==> config.mk <==
export PLATFORM = sky130hd
export DESIGN_NAME = lph_hash_unit
export DESIGN_NICKNAME = d
export VERILOG_FILES = /design/src/rtl/lph_pkg.sv /design/src/rtl/lph_hash_unit.sv
export SDC_FILE = /design/constraint.sdc
export NUM_CORES = 1
export LEC_CHECK = 0
export BUFFER_PORTS_ARGS = -buffer_cell sky130_fd_sc_hd__buf_2
export CORE_ASPECT_RATIO = 1.1
export CORE_UTILIZATION = 55
export DETAILED_ROUTE_END_ITERATION = 7
export PLACE_DENSITY = 0.83
export SLEW_MARGIN = 15
export SYNTH_ARGS = -nofsm -noshare
export SYNTH_HDL_FRONTEND = slang
export SYNTH_SLANG_ARGS = --single-unit
==> constraint.sdc <==
create_clock -name aclk -period 3.8 [get_ports aclk]
set_input_delay 0.76 -clock aclk [delete_from_list [all_inputs] [get_ports aclk]]
set_output_delay 0.76 -clock aclk [all_outputs]
set_load 0.1 [all_outputs]
==> src/rtl/lph_pkg.sv <==
package lph_pkg;

    // Fixed field widths of the ports.
    localparam int CMD_W    = 2;
    localparam int KEY_W    = 64;
    localparam int KLEN_W   = 4;
    localparam int VALUE_W  = 32;
    localparam int STATUS_W = 2;
    localparam int HASH_W   = 32;
    localparam int BYTE_W   = 8;
    localparam int KEY_BYTES = KEY_W / BYTE_W;

    // Defaults for the top-level parameters.
    localparam int SLOTS_DEF         = 64;
    localparam int MAX_KEY_BYTES_DEF = 8;

    // Commands.
    localparam logic [CMD_W-1:0] CMD_INSERT = 2'd0;
    localparam logic [CMD_W-1:0] CMD_LOOKUP = 2'd1;
    localparam logic [CMD_W-1:0] CMD_REMOVE = 2'd2;
    localparam logic [CMD_W-1:0] CMD_NOP    = 2'd3;

    // Result status codes.
    localparam logic [STATUS_W-1:0] ST_OK      = 2'd0;
    localparam logic [STATUS_W-1:0] ST_FULL    = 2'd1;
    localparam logic [STATUS_W-1:0] ST_MISSING = 2'd2;

    localparam logic [VALUE_W-1:0] NO_VALUE = {VALUE_W{1'b1}};

    // One slot of the table.
    typedef struct packed {
        logic                 used;
        logic [KLEN_W-1:0]    key_len;
        logic [KEY_W-1:0]     key;
        logic [VALUE_W-1:0]   value;
    } lph_entry_t;

endpackage

==> src/rtl/lph_hash_unit.sv <==
module lph_hash_unit #(
    parameter int SLOTS = lph_pkg::SLOTS_DEF,
    parameter int IDX_W = (SLOTS > 1) ? $clog2(SLOTS) : 1
) (
    input  logic                        aclk,
    input  logic                        aresetn,
    input  logic                        start,
    input  logic [lph_pkg::KEY_W-1:0]   key,
    input  logic [lph_pkg::KLEN_W-1:0]  key_len,
    output logic                        done,
    output logic [IDX_W-1:0]            home_idx
);
    import lph_pkg::*;

    localparam bit SLOTS_POW2 = ((SLOTS & (SLOTS - 1)) == 0);
    // Reciprocal of SLOTS scaled by 2^(HASH_W + IDX_W). The quotient estimate
    // (h * RECIP) >> RECIP_SHIFT is at most one below the true quotient.
    localparam int RECIP_W     = HASH_W + 1;
    localparam int PROD_W      = HASH_W + RECIP_W;
    localparam int RECIP_SHIFT = HASH_W + IDX_W;
    localparam logic [63:0] RECIP_FULL = (64'd1 << RECIP_SHIFT) / 64'(SLOTS);
    localparam logic [RECIP_W-1:0] RECIP = RECIP_FULL[RECIP_W-1:0];
    localparam logic [HASH_W-1:0] SLOTS_H = HASH_W'(SLOTS);
    localparam logic [IDX_W:0] SLOTS_X = (IDX_W + 1)'(SLOTS);

    typedef enum logic [4:0] {
        HU_IDLE = 5'b00001,
        HU_HASH = 5'b00010,
        HU_MUL  = 5'b00100,
        HU_SUB  = 5'b01000,
        HU_FIX  = 5'b10000
    } hu_state_t;

    hu_state_t           state_reg, state_next;
    logic [HASH_W-1:0]   h_reg, h_next;
    logic [KEY_W-1:0]    key_reg, key_next;
    logic [KLEN_W-1:0]   len_reg, len_next;
    logic [KLEN_W-1:0]   cnt_reg, cnt_next;
    logic [HASH_W-1:0]   q_reg, q_next;
    logic [IDX_W:0]      rem_reg, rem_next;
    logic [IDX_W-1:0]    home_reg, home_next;
    logic                done_reg, done_next;
    logic [PROD_W-1:0]   prod;
    logic [HASH_W-1:0]   remainder;
    logic [IDX_W:0]      fixed;

    // Modulo by reciprocal multiplication: the remainder after the estimated
    // quotient lies below twice SLOTS, so one compare and subtract finishes it.
    always_comb begin
        prod      = {{RECIP_W{1'b0}}, h_reg} * {{HASH_W{1'b0}}, RECIP};
        remainder = h_reg - q_reg * SLOTS_H;
        fixed     = (rem_reg >= SLOTS_X) ? (rem_reg - SLOTS_X) : rem_reg;
    end

    always_comb begin
        state_next = state_reg;
        h_next     = h_reg;
        key_next   = key_reg;
        len_next   = len_reg;
        cnt_next   = cnt_reg;
        q_next     = q_reg;
        rem_next   = rem_reg;
        home_next  = home_reg;
        done_next  = 1'b0;
        unique case (state_reg)
            HU_IDLE: begin
                if (start) begin
                    h_next     = '0;
                    key_next   = key;
                    len_next   = key_len;
                    cnt_next   = '0;
                    state_next = HU_HASH;
                end
            end
            HU_HASH: begin
                if (cnt_reg == len_reg) begin
                    if (SLOTS_POW2) begin
                        home_next  = h_reg[IDX_W-1:0];
                        done_next  = 1'b1;
                        state_next = HU_IDLE;
                    end else begin
                        state_next = HU_MUL;
                    end
                end else begin
                    // h * 31 + byte, wrapping at 32 bits.
                    h_next   = {h_reg[HASH_W-6:0], 5'b0} - h_reg
                               + {{(HASH_W-BYTE_W){1'b0}}, key_reg[BYTE_W-1:0]};
                    key_next = key_reg >> BYTE_W;
                    cnt_next = cnt_reg + 1'b1;
                end
            end
            HU_MUL: begin
                q_next     = HASH_W'(prod >> RECIP_SHIFT);
                state_next = HU_SUB;
            end
            HU_SUB: begin
                rem_next   = remainder[IDX_W:0];
                state_next = HU_FIX;
            end
            HU_FIX: begin
                home_next  = fixed[IDX_W-1:0];
                done_next  = 1'b1;
                state_next = HU_IDLE;
            end
            default: state_next = HU_IDLE;
        endcase
    end

    always_ff @(posedge aclk) begin
        if (!aresetn) begin
            state_reg <= HU_IDLE;
            done_reg  <= 1'b0;
        end else begin
            state_reg <= state_next;
            done_reg  <= done_next;
        end
        h_reg    <= h_next;
        key_reg  <= key_next;
        len_reg  <= len_next;
        cnt_reg  <= cnt_next;
        q_reg    <= q_next;
        rem_reg  <= rem_next;
        home_reg <= home_next;
    end

    assign done     = done_reg;
    assign home_idx = home_reg;

endmodule

==> results of run 1 <==
==> Yosys cell counts (all sizes together) <==
master	count
nand3	3
ha	10
edfxtp	68
nor2b	1
and2	10
a21oi	2
a31oi	1
a21o	3
dfxtp	3
mux2i	2
xor2	1
nand2	127
and3b	1
nor3	1
nor2	6
nand2b	2
inv	7
fa	1
a31o	1
xnor2	9
nand4	1
buf	12
==> worst paths after layout <==
path                                             endpoint  slack [ns]  cells past startpoint                      start
worst max register to register  key_reg[58]$_SDFFCE_PP0P_        1.68                      4  state_reg[1]$_SDFFE_PN0P_
worst min-delay path                home_idx[1]$_DFFE_PP_        0.46                      0     h_reg[1]$_SDFFCE_PN0P_
worst min register to register      home_idx[1]$_DFFE_PP_        0.46                      0     h_reg[1]$_SDFFCE_PN0P_
worst max-delay path            key_reg[58]$_SDFFCE_PP0P_        1.68                      4  state_reg[1]$_SDFFE_PN0P_
==> placed cells by master, fill, tap and decap left out, drive strengths merged <==
cell type  instances
a31o               1
and2              10
nand3              3
fa                 1
dfxtp              3
a31oi              1
a21o               3
nor2b              1
clkbuf            10
inv                7
mux2i              2
nor2               6
xnor2              9
nand4              1
and3b              1
nor3               1
xor2               1
edfxtp            68
buf               63
a21oi              2
clkinv             5
nand2b             2
ha                10
nand2            127
bufinv             1
==> metal layers <==
metal	vias up	routed length (um)
met5	-	0
met4	0	111
met3	10	260
met2	59	2541
met1	893	2156
li1	1022	-
==> layout make-up <==
type	count	area [sq um]
Multi-Input combinational cell	182	927.1
Clock inverter	6	51.30
Tap cell	75	93.84
Fill cell	435	1747
Clock buffer	10	127.6
Inverter	7	26.28
Sequential cell	71	2102
Timing Repair Buffer	63	320.3
==> power by group <==
group	switching [mW]	internal, mW
Clock	0.259	0.294
Sequential	0.0221	0.935
Combinational	0.0966	0.0753
==> cell families (layout without fill, tap and decap cells) <==
kind of cell,after synthesis,count (layout),synth area share (%)
simple gates,152,152,19.81
fa+ha+maj,11,11,4.672
xor+xnor,10,10,2.819
compound gates,7,7,1.531
mux,2,2,0.6444
flops,71,71,67.66
buf+inv,19,86,2.860
==> per-stage QoR <==
step                utilization [%]  instances  hold slack [ns]  area (sq um)
floorplan                         -        272           0.4264          3107
global placement              64.31        398           0.4311          3470
detailed placement            64.31        398           0.4445          3470
CTS                           67.63        414           0.4608          3649
global route                  67.63        414           0.4749          3649
finish                        67.63        414           0.4619          3649
==> out/results.ini, run 1 <==
[routing]
post_drt_via_cell_ratio = 4.792
wl_per_cell_um = 12.24
drc_errors = 0
vias = 1984
dr.pass1.iters = 4
routed_wl_mm = 5.069
ant_nets = 0
drtIter0Drc = 189

[placed_design]
io_buffers = 61
dpl.hpwl_mm = 3.287
gp_congestion = 0.7578
pre_cts_ws_ns = 1.547

[timing]
final_hold_viol_count = 0
max_freq_ghz = 0.4727
max_slew.worst_pin.slew_ns = 0.9902
tns_ns = 0
slew_headroom_pct = 33.98
setup_slack_ns = 1.685
fin_skew_ns = 0.009854
setup_viol = 0
finalMaxSlewViolations = 0
rsz0062_at_grt = false
finalCriticalPeriod_ns = 2.115
timing.final.crit_share_pct = 55.67

[synthesis]
syn_area_sq_um = 3107
synth_seq_cells = 71
synth_top_cell_area_share_pct = 65.73
synth_cells = 272
yosysWarningCount = 0
synth_area_leaders = edfxtp_1 66%, nand2_1 15%, ha_1 4.0%
syn_nets = 354
post_synth.cell_area_avg_sq_um = 11.42
ys_seq_area_share_pct = 67.66
synthDistinctLibCells = 23
synth_top_cell_by_area = edfxtp_1

[hold_path]
min_path_type = reg -> reg

[clocking]
clk_pin_slew_ns = 0.07
post-cts-setup-buffers = 0
numCtsBuffers = 9
clk_latency_ns = 0.34
clock-sinks = 71
cts_tree = yes
cts_hold_buf = 0
cts_root_buf = clkbuf_8
clk_path_buf_depth = 2
h-tree-depth = 3
cts_resized = 0

[floorplanning]
die_w_um = 73.66
boundaryPins = 78
initial_core_util_pct = 57.58
die_area_sq_um = 5954
rows = 28
core-area_sq_um = 5395
die_h_um = 80.83

[power]
power.total_mw = 1.682
p_leak_nw = 1.596
vdd_drop_max_v = 0.0002241
power_density_nw_per_um2 = 461.1

[global_routing]
grt_pass1_vias = 1891
grt_pass1_wl_mm = 8.397
antenna_found_initial = 0
use_met1_pct = 24.58
grt_overflow = 0
grt_max_degree = 59
top_usage_layer = met2
gr-usage-met2_pct = 31.74
grt_usage_pct = 19.74
grtUsageMet3_pct = 4.591

[worst_setup_path]
crit_buf_inv = 2
start_kind = register
path_delay_family = buffers and inverters
critPathMaxFanout = 58
cp_slowest_cell = buf_4
cp.arrival_ns = 2.09
slowest_delay_ns = 0.58
end_kind = register
cp.required_ns = 3.77
cp_cell_sequence = nor2b_4 -> buf_4 -> a21o_2 -> buf_4
crit_path_frequent_cell = buf_4
crit_type = reg -> reg

[outcome]
status = complete, no violations

[final_layout]
layout-drive-gt1-share_pct = 23.01
area_growth_pct = 17.44
largest_reg_flops = 48
nets = 416
diodes = 0

[run]
drv_cap = 0

No activity file was read; power rests on OpenSTA's default activity.
==> run 2, diff against run 1 <==
CORE_UTILIZATION = 48   (was 55)
PLACE_DENSITY = 0.77   (was 0.83)
clock period = 1.9 ns   (was 3.8 ns; I/O delays follow)
==> out/results.ini, run 2 (synthesis gave the netlist of run 1 again) <==
[global_routing]
grt_usage_pct = 17.51
antenna_found_initial = 0
grt_pass1_wl_mm = 8.838
top_usage_layer = met2
grt_max_degree = 51
use_met1_pct = 21.98
grt_pass1_vias = 1927
grtUsageMet3_pct = 4.211
grt_overflow = 0
gr-usage-met2_pct = 27.98

[placed_design]
placed_cells = 409
dpl.hpwl_mm = 3.494
io_buffers = 61
gp_congestion = 0.7960

[floorplanning]
die_area_sq_um = 6798
die_w_um = 78.71
core-area_sq_um = 6193
boundaryPins = 78
die_h_um = 86.38
rows = 30
initial_core_util_pct = 50.16

[clocking]
post-cts-setup-buffers = 0
clk_pin_slew_ns = 0.08
h-tree-depth = 3
clk_path_buf_depth = 2
cts_resized = 0
cts_tree = yes
numCtsBuffers = 9
cts_hold_buf = 0
clock-sinks = 71
cts_root_buf = clkbuf_8
clk_latency_ns = 0.34

[timing]
max_slew.worst_pin.slew_ns = 0.4941
finalCriticalPeriod_ns = 1.776
final_hold_viol_count = 0
rsz0062_at_grt = false
timing.final.crit_share_pct = 93.46
finalMaxSlewViolations = 0
setup_viol = 0
tns_ns = 0
fin_skew_ns = 0.009368
max_freq_ghz = 0.5632
slew_headroom_pct = 67.06

[worst_setup_path]
cp_slowest_cell = edfxtp_1
crit_type = reg -> reg
critPathMaxFanout = 2
cp_cell_sequence = inv_1 -> ha_1 -> ha_2 -> fa_2 -> nand3_1 -> a21o_1 -> mux2i_1
start_kind = register
cp.arrival_ns = 1.86
slowest_delay_ns = 0.38
cp.required_ns = 1.99
end_kind = register

[final_layout]
layout_commonest_cell = nand2_1
layout-drive-gt1-share_pct = 25.51
nets = 422
largest_reg_flops = 48
area_growth_pct = 20.78
fillCellCount = 513
final_cell_mix = 127 x nand2_1, 68 x edfxtp_1, 61 x buf_2, 10 x and2_1
fin_cells = 425
diodes = 0

[routing]
dr.pass1.iters = 4
routed_wl_mm = 5.280
drtIter0Drc = 114
post_drt_via_cell_ratio = 4.762
drc_errors = 0
ant_nets = 0
vias = 2024
wl_per_cell_um = 12.42

[outcome]
status = complete, no violations

[hold_path]
min_path_type = in -> reg

[power]
p_leak_nw = 1.628
vdd_drop_max_v = 0.0005168
power_density_nw_per_um2 = 951.2

[run]
drv_cap = 0

==> run 2: cell types whose count changed in the layout (fill, tap and decap cells not counted), sizes merged <==
cell and delta:
buf +6, clkinv -5, clkinvlp +3, bufinv +1
clkbuf +1
==> run 2: layout make-up <==
type                    count  area (sq um)  share of cell area (%)
flip-flops and latches     71          2102                   56.02
multi-input cells         182         932.1                   24.84
repair buffers             69         377.9                   10.07
clock buffers              11         131.4                   3.501
well taps                  80         100.1                   2.668
clock inverters             5         82.58                   2.201
inverters                   7         26.28                  0.7002
==> run 2: metal layers <==
metal,wire (um),vias up
met3,370,9
li1,-,1032
met4,94,0
met5,0,-
met2,2577,66
met1,2238,917
==> run 2: worst paths after layout <==
path | from | to | slack, ns | cells past startpoint
hold reg to reg | h_reg[4]$_SDFFCE_PN0P_ | home_idx[4]$_DFFE_PP_ | 0.45 | 0
setup reg to reg | h_reg[1]$_SDFFCE_PN0P_ | h_reg[5]$_SDFFCE_PN0P_ | 0.12 | 7
setup / recovery | h_reg[1]$_SDFFCE_PN0P_ | h_reg[5]$_SDFFCE_PN0P_ | 0.12 | 7
hold / removal | key_len[0] | len_reg[0]$_DFFE_PP_ | 0.22 | 1
==> run 2: critical path, delay by kind of cell, from the launching register on <==
kind	cells	cell delay [ns]
fa+ha+maj	3	0.79
flops	1	0.38
simple gates	1	0.11
compound gates	1	0.11
buf+inv	1	0.07
mux	1	0.06
==> run 2: power breakdown <==
part | internal, mW | switching, mW
Clock | 0.740 | 0.554
Sequential | 1.87 | 0.0440
Combinational | 0.167 | 0.197
==> run 2: stage by stage <==
step	total power, mW	cell area, sq um	setup WS, ns	util [%]	hold WS, ns
global placement	2.290	3533	0.08751	57.05	0.4334
CTS	3.606	3747	0.002776	60.51	0.2036
detailed placement	2.311	3533	0.03136	57.05	0.4339
finish	3.569	3752	0.1243	60.59	0.2233
floorplan	2.169	3108	0.004382	-	0.4264
global route	3.731	3752	0.02722	60.59	0.2037
==> run 3, diff against run 2 <==
--- a/config.mk
+++ b/config.mk
@@ -8,6 +8,8 @@
 export BUFFER_PORTS_ARGS = -buffer_cell sky130_fd_sc_hd__buf_2
+export CELL_PAD_IN_SITES_DETAIL_PLACEMENT = 0
+export CELL_PAD_IN_SITES_GLOBAL_PLACEMENT = 1
 export CORE_ASPECT_RATIO = 1.1
-export CORE_UTILIZATION = 48
+export CORE_UTILIZATION = 37
 export DETAILED_ROUTE_END_ITERATION = 7
-export PLACE_DENSITY = 0.77
+export PLACE_DENSITY = 0.76
 export SLEW_MARGIN = 15
==> constraint.sdc (replaced) <==
create_clock -name aclk -period 1.9 [get_ports aclk]
set_input_delay 0.095 -clock aclk [delete_from_list [all_inputs] [get_ports aclk]]
set_output_delay 0.095 -clock aclk [all_outputs]
set_load 0.1 [all_outputs]
==> out/results.ini, run 3 (synthesis gave the netlist of run 1 again) <==
[clocking]
cts_root_buf = clkbuf_8
clk_path_buf_depth = 2
clock-sinks = 71
clk_latency_ns = 0.34
h-tree-depth = 3
numCtsBuffers = 9
clk_pin_slew_ns = 0.07
cts_tree = yes

[worst_setup_path]
cp_cell_sequence = inv_1 -> ha_1 -> ha_2 -> fa_2 -> nand3_1 -> a21o_1 -> mux2i_1
crit_type = reg -> reg
slowest_delay_ns = 0.39
critPathMaxFanout = 2
start_kind = register
crit_buf_inv = 1
cp.arrival_ns = 1.87
cp.required_ns = 1.98
cp_slowest_cell = edfxtp_1
path_delay_family = adder cells
end_kind = register

[power]
p_comb_share_pct = 10.6
seqPwrFrac_pct = 53.7
p_leak_nw = 1.661
switching_power_mw = 0.7731
p_int_mw = 2.783
vdd_drop_max_v = 0.0003825
power_switching_share_pct = 21.74
power_density_nw_per_um2 = 925.7
clockPowerShare_pct = 35.7

[final_layout]
layout-drive-gt1-share_pct = 24.86
largest_reg_flops = 48
area_growth_pct = 23.64
fillCellCount = 772
fin_cells = 458
diodes = 0
final-seq-area_sq_um = 2102
layout_commonest_cell = nand2_1
nets = 427
multi_input_area_sq_um = 932.1
final_cell_mix = 127 x nand2_1, 68 x edfxtp_1, 61 x buf_2, 10 x and2_1

[global_routing]
grt_pass1_wl_mm = 9.108
grt_overflow = 0
antenna_found_initial = 0
grt_pass1_vias = 2025
grt_usage_pct = 14.04
grt_max_degree = 51

[routing]
post_drt_via_cell_ratio = 4.410
vias = 2020
drc_errors = 0
ant_nets = 0
routed_wl_mm = 5.405
dr.pass1.iters = 4
wl_per_cell_um = 11.80
drtIter0Drc = 70

[floorplanning]
die_w_um = 89.37
die_h_um = 98.11
die_area_sq_um = 8768
rows = 34
core-area_sq_um = 8040
initial_core_util_pct = 38.64
boundaryPins = 78

[timing]
finalCriticalPeriod_ns = 1.788
slew_headroom_pct = 66.59
setup_slack_ns = 0.1122
fin_skew_ns = 0.006853
tns_ns = 0
final_hold_viol_count = 0
max_slew.worst_pin.slew_ns = 0.5012
max_freq_ghz = 0.5593
setup_viol = 0
finalMaxSlewViolations = 0
timing.final.crit_share_pct = 94.10
rsz0062_at_grt = false

[placed_design]
pre_cts_ws_ns = 0.02479
placed_cells = 437
io_buffers = 61
dpl.hpwl_mm = 3.639
gp_congestion = 0.7114

[hold_path]
min_path_type = in -> reg

[outcome]
status = complete, no violations

[run]
drv_cap = 0

-- run 3: cell types whose count changed in the layout (fill, tap and decap cells not counted), sizes merged --
cell and change:
clkbuf +1, clkinv +2, clkinvlp -3, dlygate4sd3 +5
-- run 3: tightest hold or removal path: cells and delay by family --
family,cells,cell delay (ns)
and+or+nand+nor,2,0.09
buffers and inverters,1,0.08
-- run 3: layout make-up --
| class | count | share of cell area (%) |
|---|---|---|
| multi-input cells | 182 | 24.27 |
| repair buffers | 74 | 11.47 |
| clock buffers | 12 | 3.518 |
| inverters | 7 | 0.6840 |
| flip-flops and latches | 71 | 54.72 |
| well taps | 108 | 3.518 |
| clock inverters | 4 | 1.824 |
-- run 3: what timing repair did --
item | CTS | global route
hold buffers | 5 | 0
hold endpoints to repair | 6 | 0
gates resized for setup | 0 | 2
buffers inserted | 0 | 0
setup endpoints to repair | 0 | 1
-- run 3: power by group through the flow --
stage	clock, mW	combinational [mW]	sequential (mW)
2_1_floorplan	0	0.233	1.94
3_5_place_dp	0	0.375	1.95
5_1_grt	1.37	0.432	1.92
6_report	1.27	0.378	1.91
3_3_place_gp	0	0.365	1.94
4_1_cts	1.31	0.385	1.91
-- run 3: final timing paths --
check                           slack [ns]  cells past startpoint                endpoint              startpoint
worst max-delay path                  0.11                      7  h_reg[5]$_SDFFCE_PN0P_  h_reg[1]$_SDFFCE_PN0P_
worst min register to register        0.46                      0   home_idx[4]$_DFFE_PP_  h_reg[4]$_SDFFCE_PN0P_
worst max register to register        0.11                      7  h_reg[5]$_SDFFCE_PN0P_  h_reg[1]$_SDFFCE_PN0P_
worst min-delay path                  0.02                      3   key_reg[28]$_DFFE_PP_                 key[28]
-- run 3: metal layers --
metal | GRT usage, % | vias to the layer above | share of wire (%)
met5 | 0 | - | 0
met4 | 5.128 | 0 | 1.3
met3 | 5.664 | 7 | 5.9
met2 | 22.43 | 46 | 49
met1 | 16.93 | 922 | 43
li1 | - | 1045 | -
-- run 3: stage by stage --
step	utilization [%]	hold slack [ns]	power, mW	cell area [sq um]
6_report	47.77	0.02224	3.556	3841
5_1_grt	47.77	0.001829	3.723	3841
3_3_place_gp	44.54	0.2746	2.304	3581
3_5_place_dp	44.54	0.2742	2.321	3581
4_1_cts	47.71	0.004055	3.609	3836
2_1_floorplan	-	0.1939	2.169	3108
